===== src/sv/btscan_pkg.sv =====
`timescale 1ns / 1ps
// ---------------------------------------------------------------------------
// btscan_pkg
// Shared constants and types for the bencode token scanner.
// ---------------------------------------------------------------------------
package btscan_pkg;

    localparam int NEST_DEPTH_DEFAULT = 32;

    localparam logic [15:0] MAX_STRING_LEN_RST    = 16'd255;
    localparam logic [6:0]  MAX_INTEGER_CHARS_RST = 7'd23;
    localparam logic [6:0]  INT_CHARS_CAP         = 7'd64;
    localparam logic [6:0]  INT_COUNT_SAT         = 7'd127;

    // register indexes
    localparam logic CFG_MAX_STRING_LEN    = 1'b0;
    localparam logic CFG_MAX_INTEGER_CHARS = 1'b1;

    // token kinds
    localparam logic [2:0] KIND_DICT     = 3'd0;
    localparam logic [2:0] KIND_LIST     = 3'd1;
    localparam logic [2:0] KIND_INT_OPEN = 3'd2;
    localparam logic [2:0] KIND_STR_HDR  = 3'd3;
    localparam logic [2:0] KIND_END      = 3'd4;
    localparam logic [2:0] KIND_INT_CHAR = 3'd5;
    localparam logic [2:0] KIND_STR_CHAR = 3'd6;

    // error codes
    localparam logic [1:0] ERR_NONE      = 2'd0;
    localparam logic [1:0] ERR_UNDERFLOW = 2'd1;
    localparam logic [1:0] ERR_OVERFLOW  = 2'd2;
    localparam logic [1:0] ERR_INT_TRUNC = 2'd3;

    // bytes
    localparam logic [7:0] CH_E     = 8'h65; // 'e'
    localparam logic [7:0] CH_I     = 8'h69; // 'i'
    localparam logic [7:0] CH_COLON = 8'h3A; // ':'
    localparam logic [7:0] CH_D     = 8'h64; // 'd'
    localparam logic [7:0] CH_L     = 8'h6C; // 'l'
    localparam logic [7:0] CH_0     = 8'h30;
    localparam logic [7:0] CH_9     = 8'h39;

    typedef enum logic [3:0] {
        MODE_IDLE = 4'b0001,
        MODE_INT  = 4'b0010,
        MODE_STR  = 4'b0100,
        MODE_SKIP = 4'b1000
    } scan_mode_t;

endpackage


===== src/sv/bencode_token_scanner_core.sv =====
`timescale 1ns / 1ps
// ---------------------------------------------------------------------------
// bencode_token_scanner_core
// Byte-wide bencode tokenizer with opener nesting stack.
//
// channel   dir  transfer payload
// s_axis    in   tdata: data_byte, tuser: start_of_stream
// m_axis    out  tdata: token_kind/pos/value, tlast, tuser: skipped/error
// cfg       in   cfg_index, cfg_data (always ready)
//
// One byte per cycle unless the output stalls; each token is registered from its transfer.
// Stack top comes from a registered memory read addressed by next depth,
// with a bypass register covering the cycle after a push.
// Async active-low reset; stack memory is not cleared.
// Output stall holds s_axis_tready low only while a token is still pending.
// ---------------------------------------------------------------------------
module bencode_token_scanner_core #(
    parameter int NEST_DEPTH = btscan_pkg::NEST_DEPTH_DEFAULT
) (
    input  logic        clk,
    input  logic        rst_n,

    input  logic        s_axis_tvalid,
    output logic        s_axis_tready,
    input  logic [7:0]  s_axis_tdata,   // [7:0] data_byte
    input  logic        s_axis_tuser,   // [0] start_of_stream

    output logic        m_axis_tvalid,
    input  logic        m_axis_tready,
    output logic [71:0] m_axis_tdata,   // [2:0] token_kind, [34:3] token_pos,
                                        // [66:35] token_value, [71:67] zero
    output logic        m_axis_tlast,   // last_of_token
    output logic [2:0]  m_axis_tuser,   // [0] skipped, [2:1] error_code

    input  logic        cfg_valid,
    output logic        cfg_ready,
    input  logic        cfg_index,
    input  logic [15:0] cfg_data
);

    localparam int AW = (NEST_DEPTH > 1) ? $clog2(NEST_DEPTH) : 1;
    localparam int DW = $clog2(NEST_DEPTH + 1);
    localparam logic [DW-1:0] DEPTH_FULL = DW'(NEST_DEPTH);

    // configuration
    logic [15:0] max_string_len_reg;
    logic [6:0]  max_integer_chars_reg;

    // scan state
    btscan_pkg::scan_mode_t mode_reg, mode_next;
    logic [DW-1:0] depth_reg, depth_next;
    logic [31:0]   acc_reg, acc_next;
    logic [31:0]   rem_reg, rem_next;
    logic [6:0]    cnt_reg, cnt_next;
    logic [31:0]   pos_reg, pos_next;

    // stack
    logic [31:0]   stack_mem [NEST_DEPTH];
    logic [31:0]   rd_data_reg;
    logic [31:0]   byp_reg;
    logic          use_byp_reg;
    logic [AW-1:0] rd_addr;
    logic [31:0]   stack_top;
    logic          push;

    // output register
    logic        o_valid_reg;
    logic [2:0]  o_kind_reg;
    logic [31:0] o_pos_reg;
    logic [31:0] o_value_reg;
    logic        o_last_reg;
    logic        o_skip_reg;
    logic [1:0]  o_err_reg;

    // per-byte decode
    logic        in_xfer;
    logic        sos;
    logic [7:0]  b;
    btscan_pkg::scan_mode_t mode_c;
    logic [DW-1:0] depth_c;
    logic [31:0] acc_c;
    logic [31:0] rem_c;
    logic [6:0]  cnt_c;
    logic [6:0]  limit;
    logic [6:0]  cnt_inc;
    logic [35:0] acc_mul;
    logic [31:0] rem_dec;
    logic        emit;
    logic [2:0]  e_kind;
    logic [31:0] e_pos;
    logic [31:0] e_value;
    logic        e_last;
    logic        e_skip;
    logic [1:0]  e_err;
    logic        stack_empty;
    logic        stack_full;

    assign cfg_ready     = 1'b1;
    assign s_axis_tready = !o_valid_reg || m_axis_tready;
    assign in_xfer       = s_axis_tvalid && s_axis_tready;
    assign sos           = s_axis_tuser;
    assign b             = s_axis_tdata;

    assign mode_c  = sos ? btscan_pkg::MODE_IDLE : mode_reg;
    assign depth_c = sos ? '0 : depth_reg;
    assign acc_c   = sos ? '0 : acc_reg;
    assign rem_c   = sos ? '0 : rem_reg;
    assign cnt_c   = sos ? '0 : cnt_reg;
    assign pos_next = in_xfer ? ((sos ? 32'd0 : pos_reg) + 32'd1) : pos_reg;

    assign limit   = (max_integer_chars_reg > btscan_pkg::INT_CHARS_CAP) ?
                     btscan_pkg::INT_CHARS_CAP : max_integer_chars_reg;
    assign cnt_inc = (cnt_c < btscan_pkg::INT_COUNT_SAT) ? cnt_c + 7'd1 : cnt_c;
    assign acc_mul = ({4'd0, acc_c} << 3) + ({4'd0, acc_c} << 1)
                   + {32'd0, b[3:0]};
    assign rem_dec = rem_c - 32'd1;

    assign stack_empty = (depth_c == '0);
    assign stack_full  = (depth_c >= DEPTH_FULL);
    assign stack_top   = use_byp_reg ? byp_reg : rd_data_reg;

    always_comb
    begin
        mode_next  = mode_reg;
        depth_next = depth_reg;
        acc_next   = acc_reg;
        rem_next   = rem_reg;
        cnt_next   = cnt_reg;
        push       = 1'b0;
        emit       = 1'b0;
        e_kind     = btscan_pkg::KIND_DICT;
        e_pos      = pos_next;
        e_value    = 32'd0;
        e_last     = 1'b0;
        e_skip     = 1'b0;
        e_err      = btscan_pkg::ERR_NONE;

        if (in_xfer)
        begin
            mode_next  = mode_c;
            depth_next = depth_c;
            acc_next   = acc_c;
            rem_next   = rem_c;
            cnt_next   = cnt_c;

            case (mode_c)
                btscan_pkg::MODE_INT:
                begin
                    if (b == btscan_pkg::CH_E)
                    begin
                        mode_next = btscan_pkg::MODE_IDLE;
                        cnt_next  = 7'd0;
                        emit      = 1'b1;
                        e_kind    = btscan_pkg::KIND_END;
                        if (stack_empty)
                        begin
                            e_err = btscan_pkg::ERR_UNDERFLOW;
                        end
                        else
                        begin
                            depth_next = depth_c - DW'(1);
                            e_value    = stack_top;
                            if (cnt_c > limit)
                                e_err = btscan_pkg::ERR_INT_TRUNC;
                        end
                    end
                    else
                    begin
                        cnt_next = cnt_inc;
                        if (cnt_inc <= limit)
                        begin
                            emit    = 1'b1;
                            e_kind  = btscan_pkg::KIND_INT_CHAR;
                            e_value = {24'd0, b};
                        end
                    end
                end
                btscan_pkg::MODE_STR:
                begin
                    rem_next = rem_dec;
                    if (rem_dec == 32'd0)
                        mode_next = btscan_pkg::MODE_IDLE;
                    emit    = 1'b1;
                    e_kind  = btscan_pkg::KIND_STR_CHAR;
                    e_value = {24'd0, b};
                    e_last  = (rem_dec == 32'd0);
                end
                btscan_pkg::MODE_SKIP:
                begin
                    rem_next = rem_dec;
                    if (rem_dec == 32'd0)
                        mode_next = btscan_pkg::MODE_IDLE;
                end
                default:
                begin
                    if (b inside {[btscan_pkg::CH_0:btscan_pkg::CH_9]})
                    begin
                        acc_next = (acc_mul[35:32] != 4'd0) ? 32'hFFFF_FFFF
                                                            : acc_mul[31:0];
                    end
                    else if (b == btscan_pkg::CH_COLON)
                    begin
                        acc_next = 32'd0;
                        rem_next = acc_c;
                        emit     = 1'b1;
                        e_kind   = btscan_pkg::KIND_STR_HDR;
                        e_pos    = pos_next + 32'd1;
                        e_value  = acc_c;
                        if (acc_c == 32'd0)
                        begin
                            e_last = 1'b1;
                        end
                        else if (acc_c > {16'd0, max_string_len_reg})
                        begin
                            mode_next = btscan_pkg::MODE_SKIP;
                            e_last    = 1'b1;
                            e_skip    = 1'b1;
                        end
                        else
                        begin
                            mode_next = btscan_pkg::MODE_STR;
                        end
                    end
                    else if (b == btscan_pkg::CH_E)
                    begin
                        emit   = 1'b1;
                        e_kind = btscan_pkg::KIND_END;
                        if (stack_empty)
                        begin
                            e_err = btscan_pkg::ERR_UNDERFLOW;
                        end
                        else
                        begin
                            depth_next = depth_c - DW'(1);
                            e_value    = stack_top;
                        end
                    end
                    else if (b inside {btscan_pkg::CH_I, btscan_pkg::CH_D,
                                       btscan_pkg::CH_L})
                    begin
                        emit = 1'b1;
                        if (b == btscan_pkg::CH_I)
                        begin
                            acc_next  = 32'd0;
                            cnt_next  = 7'd0;
                            mode_next = btscan_pkg::MODE_INT;
                            e_kind    = btscan_pkg::KIND_INT_OPEN;
                        end
                        else if (b == btscan_pkg::CH_D)
                        begin
                            e_kind = btscan_pkg::KIND_DICT;
                        end
                        else
                        begin
                            e_kind = btscan_pkg::KIND_LIST;
                        end
                        if (stack_full)
                        begin
                            e_err = btscan_pkg::ERR_OVERFLOW;
                        end
                        else
                        begin
                            push       = 1'b1;
                            depth_next = depth_c + DW'(1);
                        end
                    end
                end
            endcase
        end
    end

    // read address tracks the top after this cycle's update
    assign rd_addr = (depth_next == '0) ? '0 : AW'(depth_next - DW'(1));

    always_ff @(posedge clk)
    begin
        if (push)
            stack_mem[AW'(depth_c)] <= pos_next;
        rd_data_reg <= stack_mem[rd_addr];
        if (push)
            byp_reg <= pos_next;
    end

    always_ff @(posedge clk or negedge rst_n)
    begin
        if (!rst_n)
        begin
            max_string_len_reg    <= btscan_pkg::MAX_STRING_LEN_RST;
            max_integer_chars_reg <= btscan_pkg::MAX_INTEGER_CHARS_RST;
            mode_reg              <= btscan_pkg::MODE_IDLE;
            depth_reg             <= '0;
            acc_reg               <= '0;
            rem_reg               <= '0;
            cnt_reg               <= '0;
            pos_reg               <= '0;
            use_byp_reg           <= 1'b0;
            o_valid_reg           <= 1'b0;
        end
        else
        begin
            if (cfg_valid && cfg_ready)
            begin
                case (cfg_index)
                    btscan_pkg::CFG_MAX_STRING_LEN:    max_string_len_reg <= cfg_data;
                    btscan_pkg::CFG_MAX_INTEGER_CHARS: max_integer_chars_reg <= cfg_data[6:0];
                    default: ;
                endcase
            end
            mode_reg    <= mode_next;
            depth_reg   <= depth_next;
            acc_reg     <= acc_next;
            rem_reg     <= rem_next;
            cnt_reg     <= cnt_next;
            pos_reg     <= pos_next;
            use_byp_reg <= push;
            if (in_xfer)
                o_valid_reg <= emit;
            else if (m_axis_tready)
                o_valid_reg <= 1'b0;
        end
    end

    always_ff @(posedge clk)
    begin
        if (in_xfer && emit)
        begin
            o_kind_reg  <= e_kind;
            o_pos_reg   <= e_pos;
            o_value_reg <= e_value;
            o_last_reg  <= e_last;
            o_skip_reg  <= e_skip;
            o_err_reg   <= e_err;
        end
    end

    assign m_axis_tvalid = o_valid_reg;
    assign m_axis_tdata  = {5'd0, o_value_reg, o_pos_reg, o_kind_reg};
    assign m_axis_tlast  = o_last_reg;
    assign m_axis_tuser  = {o_err_reg, o_skip_reg};

    // assertions
    a_depth_bound: assert property (@(posedge clk) disable iff (!rst_n)
        depth_reg <= DEPTH_FULL)
        else $error("stack depth beyond nesting limit");

    a_str_done: assert property (@(posedge clk) disable iff (!rst_n)
        (in_xfer && !sos && mode_reg == btscan_pkg::MODE_STR && rem_reg == 32'd1)
        |=> (mode_reg == btscan_pkg::MODE_IDLE))
        else $error("string content did not end on its last byte");

    a_ovf_full: assert property (@(posedge clk) disable iff (!rst_n)
        (o_valid_reg && o_err_reg == btscan_pkg::ERR_OVERFLOW)
        |-> (depth_reg == DEPTH_FULL))
        else $error("overflow reported with stack not full");

    a_push_depth: assert property (@(posedge clk) disable iff (!rst_n)
        push |=> (depth_reg != '0 && use_byp_reg))
        else $error("push did not raise depth");

endmodule

===== config.mk =====
export PLATFORM = sky130hd
export DESIGN_NAME = bencode_token_scanner_core
export DESIGN_NICKNAME = d
export VERILOG_FILES = /design/src/sv/btscan_pkg.sv /design/src/sv/bencode_token_scanner_core.sv
export SDC_FILE = /design/constraint.sdc
export NUM_CORES = 2
export LEC_CHECK = 0
export ABC_CLOCK_PERIOD_IN_PS = 19100
export BUFFER_PORTS_ARGS = -buffer_cell sky130_fd_sc_hd__buf_2
export CAP_MARGIN = 20
export CORE_UTILIZATION = 55
export DETAILED_ROUTE_END_ITERATION = 10
export PLACE_DENSITY_LB_ADDON = 0.1
export SLEW_MARGIN = 5
export SYNTH_ARGS = -nofsm -noshare
export SYNTH_HDL_FRONTEND = slang
export SYNTH_SLANG_ARGS = --single-unit

===== constraint.sdc =====
create_clock -name clk -period 19.1 [get_ports clk]
set_clock_uncertainty 0.15 [all_clocks]
set_input_delay 3.82 -clock clk [delete_from_list [all_inputs] [get_ports clk]]
set_output_delay 3.82 -clock clk [all_outputs]
set_load 0.01 [all_outputs]

* Word-level counts from Yosys, hierarchy flattened
Memories as Yosys holds them, arrays and structs flattened. A register that Yosys moved wholly into a read port is not among the register bits.
Index checks and enable logic that the tools add are counted.
** Storage, ports and cells
- Flip-flop bits (word level) :: 241
- Latch bits :: 0
- Memory bits (writable) :: 1024
- Memory bits (read-only) :: 0
- Input bits :: 31
- Output and inout port bits :: 79
- Word-level logic and storage cells :: 165
- Memories kept :: 1
** Memories
- stack_mem :: words 32, width 32, rd ports 1, clocked after memory_dff 1, wr ports 1, RTL line bencode_token_scanner_core.sv:58 : logic [31:0] stack_mem [NEST_DEPTH];
** Operators by class
- Add/sub/neg operators :: 9
- Multipliers :: 0
- Div/mod/pow operators :: 0
- Magnitude comparators :: 8
- Equality and inequality tests :: 8
- Shifts and indexed selects :: 0
- Muxes and demuxes :: 101
- Bitwise operators :: 3
- Reductions and logical operators :: 18
** Operator list (count)
- 32-bit two-way mux :: 23
- 32-bit case mux with 3 select lines :: 1
- 32-bit by 1-bit adder with 32-bit output (second input constant) :: 2
- 32-bit zero test :: 2
- 32-bit case mux with 2 select lines :: 1
- 7-bit two-way mux :: 9
- 6-bit two-way mux :: 9
- 4-bit two-way mux :: 10
- 35-bit by 33-bit adder with 36-bit output :: 1
- 36-bit by 4-bit adder with 36-bit output :: 1
- 8-bit by 7-bit == test with 1-bit output (second input constant) :: 4
- 32-bit by 16-bit greater-than comparator with 1-bit output :: 1
- 32-bit by 1-bit subtractor with 32-bit output (second input constant) :: 1
- 1-bit two-way mux :: 24
- 2-bit two-way mux :: 10
- 3-bit two-way mux :: 5
- 7-bit case mux with 2 select lines :: 1
- 6-bit zero test :: 2
- 6-bit case mux with 2 select lines :: 1
- 3-bit case mux with 3 select lines :: 1
- 8-bit by 6-bit == test with 1-bit output (second input constant) :: 1
- 8-bit by 6-bit >= comparator with 1-bit output (second input constant) :: 1
- 8-bit by 6-bit <= comparator with 1-bit output (second input constant) :: 1
- 8-bit two-way mux :: 1
- other kinds (28) :: 34

* Longest topological paths before layout
- Depth after elaboration :: 11
- Mapped depth :: 26
- Mapped depth without buffers :: 18

* Worst setup path before layout
OpenSTA, ideal clock, no wires.
- Kind :: input port to flip-flop
- Start :: input s_axis_tuser
- End :: register o_last_reg, in the netlist m_axis_tlast, enable pin
- Setup time :: 0.501 ns
- Arrival :: 10.852 ns
- Required time :: 18.449 ns
- Slack :: 7.597 ns
- Stages on the path :: 22
- Buffers on the path :: 8
- Cell sequence :: buf_4 -> buf_6 -> buf_6 -> clkbuf_1 -> buf_2 -> buf_1 -> clkbuf_1 -> clkbuf_1 -> nor2b_1 -> ha_1 -> nand2b_1 -> ha_1 -> nor2b_1 -> o21a_1 -> o21a_1 -> o21a_1 -> o21a_1 -> o21a_1 -> o22a_1 -> o21ai_0 -> a221oi_1 -> nor2_1
** On the way
- Word-level cells in the longest chain between the ends :: 9
- Elaborated cells between the ends (all ways) :: 14
- Those cells by class :: add/sub: 1; order compare: 2; eq/ne: 3; mux: 7; reduce/logical: 1
** RTL lines
- start, declared :: RTL line bencode_token_scanner_core.sv:26 : input logic s_axis_tuser,
- 7-bit two-way mux :: RTL line bencode_token_scanner_core.sv:108 : assign cnt_c = sos ? '0 : cnt_reg;
- 7-bit by 1-bit adder with 7-bit output or 7-bit < comparator (tied branches) :: RTL line bencode_token_scanner_core.sv:113 : assign cnt_inc = (cnt_c < btscan_pkg::INT_COUNT_SAT) ? cnt_c + 7'd1 : cnt_c;
- 7-bit two-way mux :: RTL line bencode_token_scanner_core.sv:113
- 7-bit <= comparator :: RTL line bencode_token_scanner_core.sv:170 : if (cnt_inc <= limit)
- 1-bit two-way mux :: RTL line bencode_token_scanner_core.sv:170
- 1-bit two-way mux :: RTL line bencode_token_scanner_core.sv:149 : if (b == btscan_pkg::CH_E)
- 1-bit case mux with 3 select lines (*) :: RTL line bencode_token_scanner_core.sv:146 : case (mode_c)
- 1-bit two-way mux (*) :: RTL line bencode_token_scanner_core.sv:138 : if (in_xfer)
- 1-bit logical AND (*) :: RTL line bencode_token_scanner_core.sv:325 : if (in_xfer && emit)
- end signal, assigned :: RTL line bencode_token_scanner_core.sv:330 : o_last_reg <= e_last;
- end, declared :: RTL line bencode_token_scanner_core.sv:71 : logic o_last_reg;
Mark *: on every way between the ends. The rest lies on a longest branch, timed or not.
A chain may end at the register's enable or synchronous reset.

* Worst setup path after layout
- Start :: input s_axis_tuser
- End :: register rd_data_reg[13], read port of stack_mem
** On the way
- Word-level cells in the longest chain between the ends :: 11
- Elaborated cells between the ends (all ways) :: 22
- Those cells by class :: add/sub: 3; order compare: 1; eq/ne: 3; mux: 12; reduce/logical: 3
** RTL lines
- 6-bit two-way mux :: RTL line bencode_token_scanner_core.sv:105 : assign depth_c = sos ? '0 : depth_reg;
- 6-bit by 1-bit adder with 6-bit output or 6-bit >= comparator (tied branches) :: RTL line bencode_token_scanner_core.sv:264, bencode_token_scanner_core.sv:119
- 6-bit two-way mux :: RTL line bencode_token_scanner_core.sv:257 : if (stack_full)
- 6-bit two-way mux :: RTL line bencode_token_scanner_core.sv:238 : else if (b inside {btscan_pkg::CH_I, btscan_pkg::CH_D,
- 6-bit two-way mux :: RTL line bencode_token_scanner_core.sv:224 : else if (b == btscan_pkg::CH_E)
- 6-bit two-way mux :: RTL line bencode_token_scanner_core.sv:201 : else if (b == btscan_pkg::CH_COLON)
- 6-bit two-way mux :: RTL line bencode_token_scanner_core.sv:196 : if (b inside {[btscan_pkg::CH_0:btscan_pkg::CH_9]})
- 6-bit case mux with 2 select lines (*) :: RTL line bencode_token_scanner_core.sv:146
- 6-bit two-way mux (*) :: RTL line bencode_token_scanner_core.sv:138
- 5-bit by 1-bit subtractor with 5-bit output or 6-bit zero test (tied branches) :: RTL line bencode_token_scanner_core.sv:273 : assign rd_addr = (depth_next == '0) ? '0 : AW'(depth_next - DW'(1));
- 5-bit two-way mux (*) :: RTL line bencode_token_scanner_core.sv:273
- end, declared :: RTL line bencode_token_scanner_core.sv:59 : logic [31:0] rd_data_reg;
Marked as above.

==> Flow_metrics.wiki <==
{| class="wikitable"
! Metric !! Value
|-
| Outcome || completed
|-
| Number of buffers added on ports || slightly above 100
|-
| Post-CTS resize count || 0
|-
| Final wirelength || ~170 mm
|-
| Most used standard cell by instance count after synthesis || edfxtp_1
|-
| Length in cells of the worst reg-to-reg path || 20
|-
| Leftover overflow at the end of global routing || 0
|-
| Antenna violations before repair || 5
|-
| Largest register FFs || between 1,000 and 1,500
|-
| Hold Violations, Final || 0
|-
| Area of the mapped netlist || 56,660 µm²
|-
| Detailed-route via count || 39,270
|-
| Post-CTS Setup Inserts || 0
|-
| Root Driver || clkbuf_16
|-
| Class of the tightest hold or removal check || reg -> reg
|-
| Maximum number of pins on one net before global-route repair || 141
|-
| Insertion delay of the later-clocked pin in the worst-skew pair || ~760 ps
|-
| H-Tree Depth || 4
|-
| Via density || 6.524
|-
| Most numerous cell on the critical path || buf_4
|-
| Largest cells by area after synthesis || edfxtp_1, dfrtp_1, nand2_1
|-
| Worst Setup Start Kind || input port
|-
| Share of synthesized registers carrying an async set or reset || 0.1064
|-
| Vias in the first global route || 36,900
|-
| First-pass detailed-route iteration total || 6
|-
| Cells along the critical path || buf_4, nand2b_2, o2111ai_2, xnor2_1, a211o_1, and3_4, inv_8, ha_1, nor2b_1, a41oi_1, o41ai_1, o41a_1, and3_1, nand3_4, buf_4, a21boi_4, buf_4, o221ai_1, o221a_2, a22oi_1
|-
| Final Instance Count excl. Fillers || 6,020
|-
| Yosys warnings || 0
|-
| Critical path fanouts, max || between 100 and 150
|-
| Total DRC errors in the routed layout || 0
|-
| Setup-failing EPs final || 0
|-
| Layout Cell Area excl Fill || ~64,000 µm²
|-
| Area overhead of the layout relative to synthesis || 12.68%
|-
| Leakage dissipation || 22.48 nW
|-
| Share of synthesized area occupied by flip-flops and latches || 0.6699
|-
| Cell with the largest stage delay on the worst path || buf_4
|-
| Reported net switching power || 0.001857 W
|-
| Hold buffer count at CTS || 0
|-
| TritonCTS clock tree || done
|-
| Int Power || between 0.004 and 0.005 W
|-
| Number of buffers inserted during clock tree synthesis || between 100 and 150
|-
| Die footprint || ~100,000 µm²
|-
| Die outline width || approximately 320 µm
|-
| Post-Route Setup TNS || 0 ps
|-
| Worst setup path endpoint || rd_data_reg[13]$_DFF_P_
|-
| Arrival time at the worst endpoint || 11,790 ps
|-
| Synthesized flop and latch total || 1,297
|-
| Most frequent cells after synthesis || edfxtp_1, nand2_1, nand3_1
|-
| Capturing point of the worst reg2reg path || rd_data_reg[13]$_DFF_P_
|-
| Achievable Freq || slightly below 0.09 GHz
|-
| Synthesized instance count || ~4,500
|-
| Fin. max-slew vios || 0
|-
| Placeable core region || between 100,000 and 150,000 µm²
|-
| Max-cap viol count || 0
|-
| Placer Congestion || about 0.94
|-
| Post-synth top area cell || edfxtp_1
|-
| Period utilisation layout || 0.5899
|-
| Clk network pwr share || 0.397
|-
| Setup repair after global routing missed its margin || no
|-
| Average footprint of a synthesized cell || 12.70 µm²
|-
| Proportion of total power due to net switching || 0.2723
|-
| Iteration-0 DRC Markers || 4,795
|-
| Worst EP required || slightly below 20,000 ps
|-
| Worst relative slew slack || 0.2640
|-
| Slew at the pin closest to its max-slew limit || roughly 1100 ps
|-
| Filler cell count || just under 8,000
|-
| Critical register-to-register path startpoint || mode_reg[1]$_DFFE_PN0P_
|-
| Drt wl/cell || roughly 28 µm
|-
| Max Root-Sink Buffers || 3
|-
| Area after DPL || 59,150 µm²
|-
| CTS sink count || between 1,000 and 1,500
|-
| Part of the total power dissipated in sequential elements || 0.468
|-
| Launching instance or port of the critical path || s_axis_tuser
|-
| Crit path capture type || flip-flop
|-
| Share of total power in combinational logic || 0.136
|-
| Clock-pin slew of the registers on the worst-case setup and hold paths || roughly 60 ps
|-
| Number of synthesized flops with an enable pin || between 1,000 and 1,500
|-
| Share of the synthesized area in the top cell type || 0.5973
|-
| VDD IR-drop max || 0.00009165 V
|-
| Flop2flop setup slack || roughly 11,000 ps
|-
| Y dimension of the die || around 320 µm
|-
| Share of final-layout standard cells stronger than drive strength 1 || 0.1374
|-
| Initial standard-cell utilization of the core || 0.5561
|-
| First-pass GRT wire length || ~250 mm
|-
| Number of standard-cell rows in the floorplan || roughly 120
|-
| Slowest Stage Delay on Critical Path || a little over 800 ps
|-
| Register with the most flip-flops || stack_mem
|-
| Power density relative to cell area || between 100 and 150 nW/µm²
|-
| Overall fraction of global-route tracks in use || 0.3270
|-
| Unique cell type count in the Yosys netlist || ~110
|-
| Number of antenna-violating nets in the routed design || 0
|-
| Fin crit period || around 11,000 ps
|-
| Category of the critical setup timing path || in -> reg
|-
| Commonest register cell after synthesis || edfxtp_1
|-
| Net count reported at finish || 4,667
|-
| Placed instance count || just under 6,000
|-
| Count of boundary I/O pins || 110
|-
| Post-DP HPWL || about 96 mm
|}
## kinds of logic after synthesis
family | synth area share
compound gates | 0.1301
xor+xnor | 0.01283
fa+ha+maj | 0.02222
buf+inv | 0.02529
flops | 0.6699
mux | 0.01016
other cells | 0.0001326
simple gates | 0.1294
## per-layer routing
metal  track usage  share of wire
met1        0.4554           0.40
met2        0.5129           0.47
met3       0.05804          0.094
met4        0.1287          0.039
met5             0       0.000082
## power groups by stage
stage / Combinational, W / Sequential (W) / Clock [W]
5_1_grt: 0.000993 / 0.00319 / 0.00283
6_report: 0.000926 / 0.00319 / 0.00270
3_5_place_dp: 0.000912 / 0.00324 / 0
2_1_floorplan: 0.000615 / 0.00319 / 0
3_3_place_gp: 0.000900 / 0.00324 / 0
4_1_cts: 0.000916 / 0.00318 / 0.00272
## cell type report
class / count / area, µm² / share of cell area
inverter: 61 / 236.5 / 0.003704
clock inverter: 69 / 838.3 / 0.01313
antenna: 2 / 5.005 / 0.00007840
tap: 1368 / 1712 / 0.02681
multi-input combinational: 2821 / 17830 / 0.2793
sequential: 1297 / 37950 / 0.5945
timing repair buffer: 218 / 1515 / 0.02373
clock buffer: 184 / 3746 / 0.05868
## through the flow
stage	power, W	utilization	hold slack, ps	setup WS [ps]
floorplan	0.003802	-	303.1	7597
global route	0.007008	0.6265	351.5	7468
CTS	0.006819	0.6255	342.1	7979
finish	0.006818	0.6266	338.8	7833
detailed placement	0.004154	0.5805	329.0	7199
global placement	0.004143	0.5800	325.7	7389
## critical path, delay by kind of cell
family	cells	cell delay, ps
XOR/XNOR	1	250
AO/OA/AOI/OAI	9	2380
buffers and inverters	4	2450
AND/OR/NAND/NOR	5	2030
adder cells (fa/ha/maj)	1	420
## worst min path at each step
| stage | start | endpoint | slack [ps] | depth (start not counted) |
|---|---|---|---|---|
| 2_1_floorplan | acc_reg[10]$_DFFE_PN0P_ | acc_reg[10]$_DFFE_PN0P_ | 300 | 2 |
| 3_3_place_gp | acc_reg[10]$_DFFE_PN0P_ | acc_reg[10]$_DFFE_PN0P_ | 330 | 2 |
| 3_5_place_dp | acc_reg[10]$_DFFE_PN0P_ | acc_reg[10]$_DFFE_PN0P_ | 330 | 2 |
| 4_1_cts | acc_reg[10]$_DFFE_PN0P_ | acc_reg[10]$_DFFE_PN0P_ | 340 | 2 |
| 5_1_grt | acc_reg[10]$_DFFE_PN0P_ | acc_reg[10]$_DFFE_PN0P_ | 350 | 2 |
| 6_report | acc_reg[10]$_DFFE_PN0P_ | acc_reg[10]$_DFFE_PN0P_ | 340 | 2 |
## placed cells by master, fill, tap and decap left out, drive strengths merged, types with 21 or more instances in the layout
| cell | synthesis | final |
|---|---|---|
| xor2 | 31 | 31 |
| nand2b | 21 | 21 |
| a22oi | 120 | 120 |
| edfxtp | 1127 | 1127 |
| xnor2 | 52 | 52 |
| inv | 60 | 70 |
| nor3 | 43 | 43 |
| o221a | 92 | 92 |
| o2bb2ai | 133 | 133 |
| dfrtp | 125 | 125 |
| buf | 85 | 218 |
| dfxtp | 32 | 32 |
| a221oi | 34 | 34 |
| o21a | 25 | 25 |
| a31oi | 71 | 71 |
| nand2 | 693 | 693 |
| nor2b | 65 | 65 |
| nor2 | 307 | 307 |
| clkbuf | 201 | 184 |
| o221ai | 70 | 70 |
| a22o | 27 | 27 |
| a21o | 28 | 28 |
| a21oi | 125 | 125 |
| ha | 99 | 99 |
| clkinv | 1 | 43 |
| and3 | 22 | 22 |
| o21ai | 119 | 119 |
| mux2i | 36 | 36 |
| nand4 | 50 | 50 |
| nor4 | 24 | 24 |
| nand3 | 313 | 313 |
No activity file was read; power rests on OpenSTA's default activity.
